### config.mk
export PLATFORM = sky130hd
export DESIGN_NAME = cdc_verdict
export DESIGN_NICKNAME = d
export VERILOG_FILES = /design/src/hw/rtl/cdc_pkg.sv /design/src/hw/rtl/cdc_verdict.sv
export SDC_FILE = /design/constraint.sdc
export NUM_CORES = 1
export LEC_CHECK = 0
export BUFFER_PORTS_ARGS = -buffer_cell sky130_fd_sc_hd__buf_2
export CORE_AREA = 2 2 39 41
export DETAILED_ROUTE_END_ITERATION = 10
export DIE_AREA = 0 0 41 43
export PLACE_DENSITY = 0.51
export SLEW_MARGIN = 20
export SYNTH_ARGS = -nofsm -noshare
export SYNTH_HDL_FRONTEND = slang
export SYNTH_SLANG_ARGS = --single-unit
### constraint.sdc
create_clock -name vclk -period 1.8
set_clock_uncertainty 0.1 [all_clocks]
set_input_delay 0.45 -clock vclk [all_inputs]
set_output_delay 0.45 -clock vclk [all_outputs]
set_load 0.05 [all_outputs]
### src/hw/rtl/cdc_pkg.sv
// Shared types and constants of the capability derivation checker.
package cdc_pkg;

    localparam int KIND_W   = 3;
    localparam int LOW_W    = 40;
    localparam int WORD_W   = 32;
    localparam int RIGHTS_W = 8;
    localparam int NAPOT_W  = 44;
    localparam int CFG_IDX_W = 1;
    localparam int CFG_W    = 4;

    localparam logic [KIND_W-1:0] KIND_TIME = 3'd1;
    localparam logic [KIND_W-1:0] KIND_MEM  = 3'd2;
    localparam logic [KIND_W-1:0] KIND_PMP  = 3'd3;
    localparam logic [KIND_W-1:0] KIND_MON  = 3'd4;
    localparam logic [KIND_W-1:0] KIND_CHAN = 3'd5;
    localparam logic [KIND_W-1:0] KIND_SOCK = 3'd6;

    localparam logic [CFG_IDX_W-1:0] CFG_SOCKET_PERM = 1'd0;
    localparam logic [CFG_IDX_W-1:0] CFG_SOCKET_MODE = 1'd1;

    localparam logic [CFG_W-1:0] SOCKET_PERM_RESET = 4'd15;
    localparam logic [CFG_W-1:0] SOCKET_MODE_RESET = 4'd3;

    typedef struct packed {
        logic [KIND_W-1:0]   parent_kind;
        logic [LOW_W-1:0]    parent_low;
        logic [WORD_W-1:0]   parent_mark;
        logic [WORD_W-1:0]   parent_high;
        logic [WORD_W-1:0]   parent_key;
        logic [RIGHTS_W-1:0] parent_rights;
        logic [KIND_W-1:0]   child_kind;
        logic [LOW_W-1:0]    child_low;
        logic [WORD_W-1:0]   child_mark;
        logic [WORD_W-1:0]   child_high;
        logic [WORD_W-1:0]   child_key;
        logic [RIGHTS_W-1:0] child_rights;
    } cdc_pair_t;

    typedef struct packed {
        logic may_derive;
        logic may_revoke;
        logic child_valid;
    } cdc_verdict_t;

    typedef struct packed {
        logic [KIND_W-1:0] pkind;
        logic [KIND_W-1:0] ckind;
        logic key_eq;
        logic low_eq;
        logic rwx_sub;
        logic rights_eq;
        logic pkey_zero;
        logic ckey_zero;
        logic high_le;
        logic mark_in;
        logic low_in;
        logic mark_sock_in;
        logic low_sock_in;
        logic pmp_derive_in;
        logic pmp_revoke_in;
        logic range_ok;
        logic pmp_ok;
        logic sock_ok;
    } cdc_flags_t;

endpackage

### src/hw/rtl/cdc_verdict.sv
// Kind selection that turns the compare flags into the three result flags.
module cdc_verdict
    import cdc_pkg::*;
(
    input  cdc_flags_t   flags,
    output cdc_verdict_t verdict
);

    always_comb
    begin
        verdict.may_derive = 1'b0;
        verdict.may_revoke = 1'b0;
        unique case (flags.pkind)
            KIND_TIME:
            begin
                verdict.may_derive = (flags.ckind == KIND_TIME) && flags.key_eq &&
                                     flags.low_eq && flags.high_le;
                verdict.may_revoke = (flags.ckind == KIND_TIME) && flags.key_eq &&
                                     flags.low_in;
            end
            KIND_MEM:
            begin
                if (flags.ckind == KIND_PMP)
                begin
                    verdict.may_derive = flags.pmp_derive_in && flags.rwx_sub;
                    verdict.may_revoke = flags.pmp_revoke_in;
                end
                else
                begin
                    verdict.may_derive = (flags.ckind == KIND_MEM) && flags.key_eq &&
                                         flags.mark_in && flags.rwx_sub;
                    verdict.may_revoke = (flags.ckind == KIND_MEM) && flags.key_eq &&
                                         flags.low_in;
                end
            end
            KIND_MON:
            begin
                verdict.may_derive = (flags.ckind == KIND_MON) && flags.mark_in;
                verdict.may_revoke = (flags.ckind == KIND_MON) && flags.low_in;
            end
            KIND_CHAN:
            begin
                if (flags.ckind == KIND_SOCK)
                begin
                    verdict.may_derive = flags.ckey_zero && flags.mark_sock_in;
                    verdict.may_revoke = flags.low_sock_in;
                end
                else
                begin
                    verdict.may_derive = (flags.ckind == KIND_CHAN) && flags.mark_in;
                    verdict.may_revoke = (flags.ckind == KIND_CHAN) && flags.low_in;
                end
            end
            KIND_SOCK:
            begin
                verdict.may_derive = (flags.ckind == KIND_SOCK) && flags.low_eq &&
                                     flags.pkey_zero && !flags.ckey_zero &&
                                     flags.rights_eq;
                verdict.may_revoke = flags.pkey_zero && !flags.ckey_zero && flags.low_eq;
            end
            default:
            begin
                verdict.may_derive = 1'b0;
                verdict.may_revoke = 1'b0;
            end
        endcase

        unique case (flags.ckind)
            KIND_TIME, KIND_MEM, KIND_MON, KIND_CHAN: verdict.child_valid = flags.range_ok;
            KIND_PMP:  verdict.child_valid = flags.pmp_ok;
            KIND_SOCK: verdict.child_valid = flags.sock_ok;
            default:   verdict.child_valid = 1'b0;
        endcase
    end

endmodule

==> out/results.md, run 1 <==
| Metric | Reported |
|:---|:---|
| Startpoint types | primary input |
| Number of design rule violations left after detail routing | 0 |
| Final clock period utilization by the worst path | 110% |
| Per-cell via count in the routed design | 4.73 |
| Req. time, crit path | 1250 ps |
| Number of sequential cells in the layout | 0 |
| Number of hold buffers added after cts | 0 |
| Area after DPL | 489 sq um |
| Full die area | 1760 sq um |
| Max-cap violations | 0 |
| Die height | 43 microns |
| Number of global-route vias before repair | 391 |
| Wire length reported by the detailed router | 1020 microns |
| Utilization of the core after routing | 47.3% |
| Effective utilization at floorplan | 18.0% |
| GRT Residual Overflow | 0 |
| Violated checks | setup timing |
| Nets in the synthesized netlist | 62 |
| Netlist cell types | 22 |
| Largest area contributor in the netlist | nand2_1 |
| Routed via count | 435 |
| Post-synthesis sequential area ratio | 0% |
| Worst-margin pin slew | 283 ps |
| Hold slack final | 1190 ps |
| Cell Pwr Density | 198 nW/um^2 |
| Post-DRT Antenna Nets | 0 |
| Count of clock-net buffers in the final layout | 0 |
| Fill count | 139 |
| Fmax | 0.505 GHz |
| Setup ws final | -181 ps |
| Iteration count of the initial detailed-routing pass | 1 |
| Starting DRC count in detailed routing | 0 |
| Post-route standard cell area excluding fillers | 654 sq um |
| Horiz. Die Dim | 41 microns |
| Number of setup violations in the final report | 2 |
| Data arrival, critical path | 1430 ps |
| Ranking of synthesized cells by area | nand2_1, o21ai_0, o2bb2ai_1 |
| Synth top cells by count | nand2_1, o21ai_0, nand3_1 |
| Number of buffers added on ports | 25 |
| Total global-route track usage | 13.0% |
| Area inside the core boundary | 1380 sq um |
| Post-layout nets | 100 |
| Total negative slack | -321 ps |
| Layout cell share with drive strength beyond 1 | 67.1% |
| Unrepaired setup endpoints after global routing | true |
| Placed wire-length estimate after detailed placement | 793 microns |
| Netlist Area Pre-Place | 249 sq um |
| Kind of critical path | in -> out |
| CP Max Fanout | 5 |
| Post-synthesis area per instance | 6.22 sq um |
| Cell count after synthesis | 40 |
| Element type at the critical path end | output port |
| Std cell rows | 14 |
| Most frequent cell after synthesis | nand2_1 |
| Total power | 0.129 mW |
| Outcome | complete, but fails checks |
| Final weighted congestion of routability-driven global placement | 0.828 |
| Area taken by flip-flops and latches | 0 sq um |
| Minimum clock period | 1980 ps |
| Ant. Diodes | 0 |
| Worst slew margin | 81.1% |
| Boundary Pins | 25 |
| Avg WL per Cell | 11.1 microns |
| Kind of path behind the tightest hold check | in -> out |
| Number of antenna violations at the first check in global routing | 0 |
| Maximum number of pins on one net before global-route repair | 7 |
| Max-slew violation count | 0 |
| Area growth from synthesis to final layout | 163% |
| Area fraction of the dominant cell type after synthesis | 9.05% |
| Final number of hold-violating endpoints | 0 |
| Yosys warning count | 0 |
| Leakage component of the power | 0.312 nW |
| Worst IR Drop VDD | 0.105 mV |
| Wire length of the first global-routing pass | 1700 microns |
-- final timing paths --
check | startpoint | end | slack (ps) | depth (start not counted)
worst min-delay path | flags[13] | verdict[2] | 1190 | 4
worst max-delay path | flags[16] | verdict[2] | -180 | 6
-- timing repair --
item / 4_1_cts / 5_1_grt
hold endpoints to repair: 0 / 0
endpoints found under the setup margin: 3 / 3
buffers inserted: 0 / 2
pin swaps: 7 / 12
gates resized for setup: 27 / 6
-- power by group --
part / internal [mW] / switching, mW
combinational: 0.0677 / 0.0615
clock: 0 / 0
sequential: 0 / 0
total: 0.0677 / 0.0615
-- stage by stage --
stage | setup WS (ps) | std cells
6_report | -181 | 92
5_1_grt | -232 | 92
4_1_cts | -181 | 90
3_5_place_dp | -409 | 90
3_3_place_gp | -392 | 90
2_1_floorplan | -222 | 40
-- cells by family (layout without fill, tap and decap cells) --
kind of cell / Yosys count / in the layout / synth area share, %
AOI/OAI and AO/OA: 10 / 10 / 29.1
buffers and inverters: 3 / 39 / 5.02
and+or+nand+nor: 26 / 26 / 61.8
muxes: 1 / 1 / 4.02
-- cell usage in the layout (no fill, tap or decap), drive strengths merged --
cell     instances
buf             37
nand2            6
o21ai            4
nand3            3
nor4             2
nor2             2
nand2b           2
o2bb2ai          2
nand4            2
nand3b           2
inv              2
nor2b            2
and3             1
and4             1
and2             1
nand4b           1
a221oi           1
a21boi           1
nor4b            1
mux2i            1
o211ai           1
a21oi            1
-- area by class of cell --
type,instances,area [sq um],area share (%)
multi-input cells,37,355,54.3
repair buffers,37,272,41.5
well taps,16,20.0,3.06
inverters,2,7.51,1.15
-- critical path, stage by stage --
cell and delay (ps):
buf_4 140, nor2b_4 130, and4_4 160, a221oi_4 290, nand3_4 100, buf_8 160
-- per-layer routing --
layer / up-vias / share of wire (%) / GRT usage [%]
met5: - / 0 / 0
met3: 0 / 3.4 / 0
met4: 0 / 0 / 0
li1: 227 / - / -
met1: 195 / 44 / 19.0
met2: 13 / 52 / 21.9
Power figures use the tool's default switching activity.
==> run 2, diff against run 1 <==
Settings changed: GPL_TIMING_DRIVEN from default to 0, PLACE_DENSITY 0.51 to default, PLACE_DENSITY_LB_ADDON from default to 0.1.
==> run 2 against run 1 <==
- the flow still finishes with violations (setup timing)
- utilization decreased by 4.7 points
- critical path depth did not move
- non-clock buffer count down 10
- sequential cell count unchanged
- combinational power fell by 10%
- total power is 11% lower
- first-iteration DRC count rose by 1
- sequential share of layout area is the same
==> out/results.md, run 2 (synthesized netlist as in run 1, its figures left out) <==
| Metric | Reported |
|:---|:---|
| Outcome | complete, but fails checks |
| Violated checks | setup timing |
| Kind of path behind the tightest hold check | in -> out |
| Startpoint types | primary input |
| GRT Residual Overflow | 0 |
| Placed wire-length estimate after detailed placement | 731 microns |
| Max-cap violations | 0 |
| Ordered list of cells on the worst path | buf_8 > nor2b_4 > and4_4 > a221oi_4 > nand3_4 > buf_8 |
| Post-layout nets | 90 |
| Number of global-route vias before repair | 316 |
| Max-slew violation count | 0 |
| Count of clock-net buffers in the final layout | 0 |
| Total global-route track usage | 9.89% |
| Utilization of the core after routing | 42.6% |
| CP Max Fanout | 3 |
| Layout cell share with drive strength beyond 1 | 63.6% |
| Avg WL per Cell | 11.1 microns |
| Full die area | 1760 sq um |
| Maximum number of pins on one net before global-route repair | 11 |
| Kind of critical path | in -> out |
| Final clock period utilization by the worst path | 108% |
| Effective utilization at floorplan | 18.0% |
| Number of instances in the placed design | 80 |
| Setup slack at placement | -421 ps |
| Data arrival, critical path | 1390 ps |
| Wire length reported by the detailed router | 910 microns |
| Most common library cell in the layout ignoring fill and taps | buf_2 |
| Fmax | 0.516 GHz |
| Number of antenna violations at the first check in global routing | 0 |
| Number of buffers added on ports | 24 |
| Master of the slowest instance on the critical path | a221oi_4 |
| Setup ws final | -139 ps |
| Worst IR Drop VDD | 0.0803 mV |
| Worst-margin pin slew | 262 ps |
| Per-cell via count in the routed design | 4.74 |
| Area taken by flip-flops and latches | 0 sq um |
| Number of cells in the finished layout apart from fillers | 82 |
| Number of hold buffers added after cts | 0 |
| Horiz. Die Dim | 41 microns |
| Std cell rows | 14 |
| Number of setup violations in the final report | 2 |
| Post-DRT Antenna Nets | 0 |
| Multi-input logic area | 358 sq um |
| Area growth from synthesis to final layout | 137% |
| Total power | 0.116 mW |
| Commonest non-fill, non-tap cells in the layout | buf_2, nand2_1, buf_8, buf_4, o21ai_0 |
| Final number of hold-violating endpoints | 0 |
| Iteration count of the initial detailed-routing pass | 2 |
| Cell Pwr Density | 196 nW/um^2 |
| Unrepaired setup endpoints after global routing | true |
| Die height | 43 microns |
| Final weighted congestion of routability-driven global placement | 0.743 |
| Req. time, crit path | 1250 ps |
| Minimum clock period | 1940 ps |
| Largest stage delay on the critical path | 290 ps |
| Wire length of the first global-routing pass | 1300 microns |
| Starting DRC count in detailed routing | 1 |
| Element type at the critical path end | output port |
| Area inside the core boundary | 1380 sq um |
| Leakage component of the power | 0.268 nW |
| Fill count | 140 |
| Worst slew margin | 82.5% |
| Number of design rule violations left after detail routing | 0 |
| Most common cell type on the critical path | buf_8 |
| Boundary Pins | 25 |
| Ant. Diodes | 0 |
| Routed via count | 389 |
| Number of sequential cells in the layout | 0 |
==> run 2: cell types whose count changed in the layout (fill, tap and decap cells not counted) <==
cell | previous run | this run
nor2b_1 | 1 | 0
nor2b_4 | 1 | 2
clkbuf_4 | 0 | 1
nand2b_2 | 0 | 1
nand2b_4 | 2 | 1
buf_8 | 3 | 5
buf_2 | 18 | 16
buf_12 | 1 | 0
o21ai_1 | 1 | 0
o21ai_0 | 2 | 3
buf_4 | 14 | 4
==> run 2: final cells by class <==
class	count	share of cell area [%]
plain buffers	1	2.55
repair buffers	26	32.1
inverters	2	1.27
multi-input cells	37	60.7
well taps	16	3.40
==> run 2: through the flow <==
| stage | TNS, ps | hold slack [ps] | cell area [sq um] |
|---|---|---|---|
| 6_report | -246 | 1170 | 589 |
| 5_1_grt | -326 | 1200 | 589 |
| 4_1_cts | -267 | 1190 | 549 |
| 3_5_place_dp | -851 | 1260 | 424 |
| 3_3_place_gp | -883 | 1270 | 424 |
| 2_1_floorplan | -249 | 1020 | 284 |
==> run 2: critical path: cells and delay by family <==
| kind | cells | cell delay (ps) |
|---|---|---|
| and+or+nand+nor | 3 | 390 |
| AOI/OAI and AO/OA | 1 | 290 |
| buffers and inverters | 2 | 250 |
==> run 2: path summary, 6_finish.rpt <==
path	slack (ps)	from	cells after the start	end
worst max-delay path	-140	flags[19]	6	verdict[2]
worst min-delay path	1170	flags[13]	4	verdict[2]
==> run 2: metal layers <==
layer	vias up	global-route usage (%)	wire, microns	part of all wire (%)
met5	-	0	0	0
met4	0	0	0	0
met3	0	0	55	6.0
met2	12	15.9	428	47
met1	171	15.2	425	47
li1	206	-	-	-
==> run 2: where the power goes <==
group,internal (mW),switching (mW),leakage [nW]
registers,0,0,0
logic,0.0573,0.0583,0.268
clock network,0,0,0
total,0.0573,0.0583,0.268
==> run 2: repair_timing <==
| action | CTS | global route |
|---|---|---|
| pin swaps | 7 | 7 |
| setup buffers | 1 | 1 |
| setup endpoints to repair | 3 | 3 |
| gates resized for setup | 26 | 8 |
==> run 3, diff against run 2 <==
Settings changed: PLACE_DENSITY_LB_ADDON 0.1 to default.
==> run 3 against run 2 <==
- the flow still finishes with violations (setup timing)
- final cell count is 2.4% lower
- die area stayed put
- maximum frequency shrank 0.22%
- largest cell class unchanged
- highest routed layer is now met4
==> out/results.md, run 3 (synthesized netlist as in run 1, its figures left out) <==
| Metric | Reported |
|:---|:---|
| Number of buffers added on ports | 24 |
| Max-slew violation count | 0 |
| Element type at the critical path end | output port |
| Ordered list of cells on the worst path | buf_12 > nor2b_4 > and4_4 > a221oi_4 > nand3_4 > buf_8 |
| Layout cell share with drive strength beyond 1 | 62.5% |
| Number of instances in the placed design | 80 |
| Outcome | complete, but fails checks |
| Number of design rule violations left after detail routing | 0 |
| Post-layout nets | 88 |
| Origin of the worst min-delay path | flags[13] |
| Leakage component of the power | 0.265 nW |
| Number of sequential cells in the layout | 0 |
| Hold slack final | 1190 ps |
| Final clock period utilization by the worst path | 108% |
| Violated checks | setup timing |
| Setup slack at placement | -354 ps |
| Die height | 43 microns |
| Full die area | 1760 sq um |
| Hold path cells | 4 |
| Effective utilization at floorplan | 18.0% |
| CP Max Fanout | 8 |
| Routed via count | 423 |
| Max-cap violations | 0 |
| Worst-margin pin slew | 273 ps |
| Placed wire-length estimate after detailed placement | 713 microns |
| Per-cell via count in the routed design | 5.29 |
| Startpoint types | primary input |
| Count of clock-net buffers in the final layout | 0 |
| Number of cells in the finished layout apart from fillers | 80 |
| Cell Pwr Density | 200 nW/um^2 |
| Minimum clock period | 1940 ps |
| Data arrival, critical path | 1390 ps |
| Final number of hold-violating endpoints | 0 |
| Largest stage delay on the critical path | 260 ps |
| Number of setup violations in the final report | 2 |
| Final weighted congestion of routability-driven global placement | 0.771 |
| Commonest non-fill, non-tap cells in the layout | buf_2, nand2_1, buf_8, o21ai_0 |
| Area growth from synthesis to final layout | 134% |
| Worst Hold End | verdict[2] |
| Avg WL per Cell | 13.1 microns |
| Boundary Pins | 25 |
| Total global-route track usage | 13.3% |
| Std cell rows | 14 |
| Wire length reported by the detailed router | 1050 microns |
| Maximum number of pins on one net before global-route repair | 11 |
| Post-CTS Setup Inserts | 0 |
| Number of global-route vias before repair | 387 |
| Post-DRT Antenna Nets | 0 |
| Setup ws final | -143 ps |
| Area inside the core boundary | 1380 sq um |
| Horiz. Die Dim | 41 microns |
| GRT Residual Overflow | 0 |
| Number of antenna violations at the first check in global routing | 0 |
| Area taken by flip-flops and latches | 0 sq um |
| Worst slew margin | 81.7% |
| Worst IR Drop VDD | 0.114 mV |
| Req. time, crit path | 1250 ps |
| Wire length of the first global-routing pass | 1740 microns |
| Master of the slowest instance on the critical path | a221oi_4 |
| Utilization of the core after routing | 42.0% |
| Fmax | 0.515 GHz |
| Most common library cell in the layout ignoring fill and taps | buf_2 |
| Unrepaired setup endpoints after global routing | true |
| Iteration count of the initial detailed-routing pass | 4 |
| Ant. Diodes | 0 |
| Kind of path behind the tightest hold check | in -> out |
| Kind of critical path | in -> out |
| Starting DRC count in detailed routing | 14 |
## run 3: report_power, final
| part | internal, mW | switching [mW] |
|---|---|---|
| logic | 0.0562 | 0.0602 |
| registers | 0 | 0 |
| clock network | 0 | 0 |
| total | 0.0562 | 0.0602 |
## run 3: area by class of cell
type	count	area, sq um
Buffer	1	15.0
Multi-Input combinational cell	37	363
Tap cell	16	20.0
Timing Repair Buffer	24	176
Fill cell	139	802
Inverter	2	7.51
## run 3: stage by stage
step | setup TNS (ps) | power [mW] | cell area, sq um
floorplan | -249 | 0.0440 | 284
global placement | -768 | 0.0814 | 424
detailed placement | -727 | 0.0813 | 424
CTS | -310 | 0.109 | 562
global route | -315 | 0.124 | 582
finish | -243 | 0.116 | 582
## run 3: critical path: cells and delay by family
family	cells	cell delay, ps
buf+inv	2	260
simple gates	3	420
compound gates	1	260
## run 3: how the worst max path moves through the flow
stage | start | endpoint | slack [ps]
after floorplan | flags[18] | verdict[0] | -220
after global placement | flags[19] | verdict[1] | -380
after detailed placement | flags[19] | verdict[2] | -350
after CTS | flags[19] | verdict[2] | -160
after global routing | flags[16] | verdict[2] | -170
final | flags[16] | verdict[2] | -140
## run 3: metal layers
| metal | GRT usage (%) | vias to the layer above | part of all wire (%) |
|---|---|---|---|
| li1 | - | 205 | - |
| met4 | 2.00 | 0 | 2.0 |
| met2 | 21.6 | 21 | 49 |
| met1 | 19.3 | 195 | 41 |
| met3 | 0 | 2 | 7.6 |
| met5 | 0 | - | 0 |
## run 3: repair_timing
item	in CTS	in global routing
pin swaps	8	8
hold buffers	0	0
gates resized for setup	30	5
endpoints found under the setup margin	3	3
gates cloned	0	0
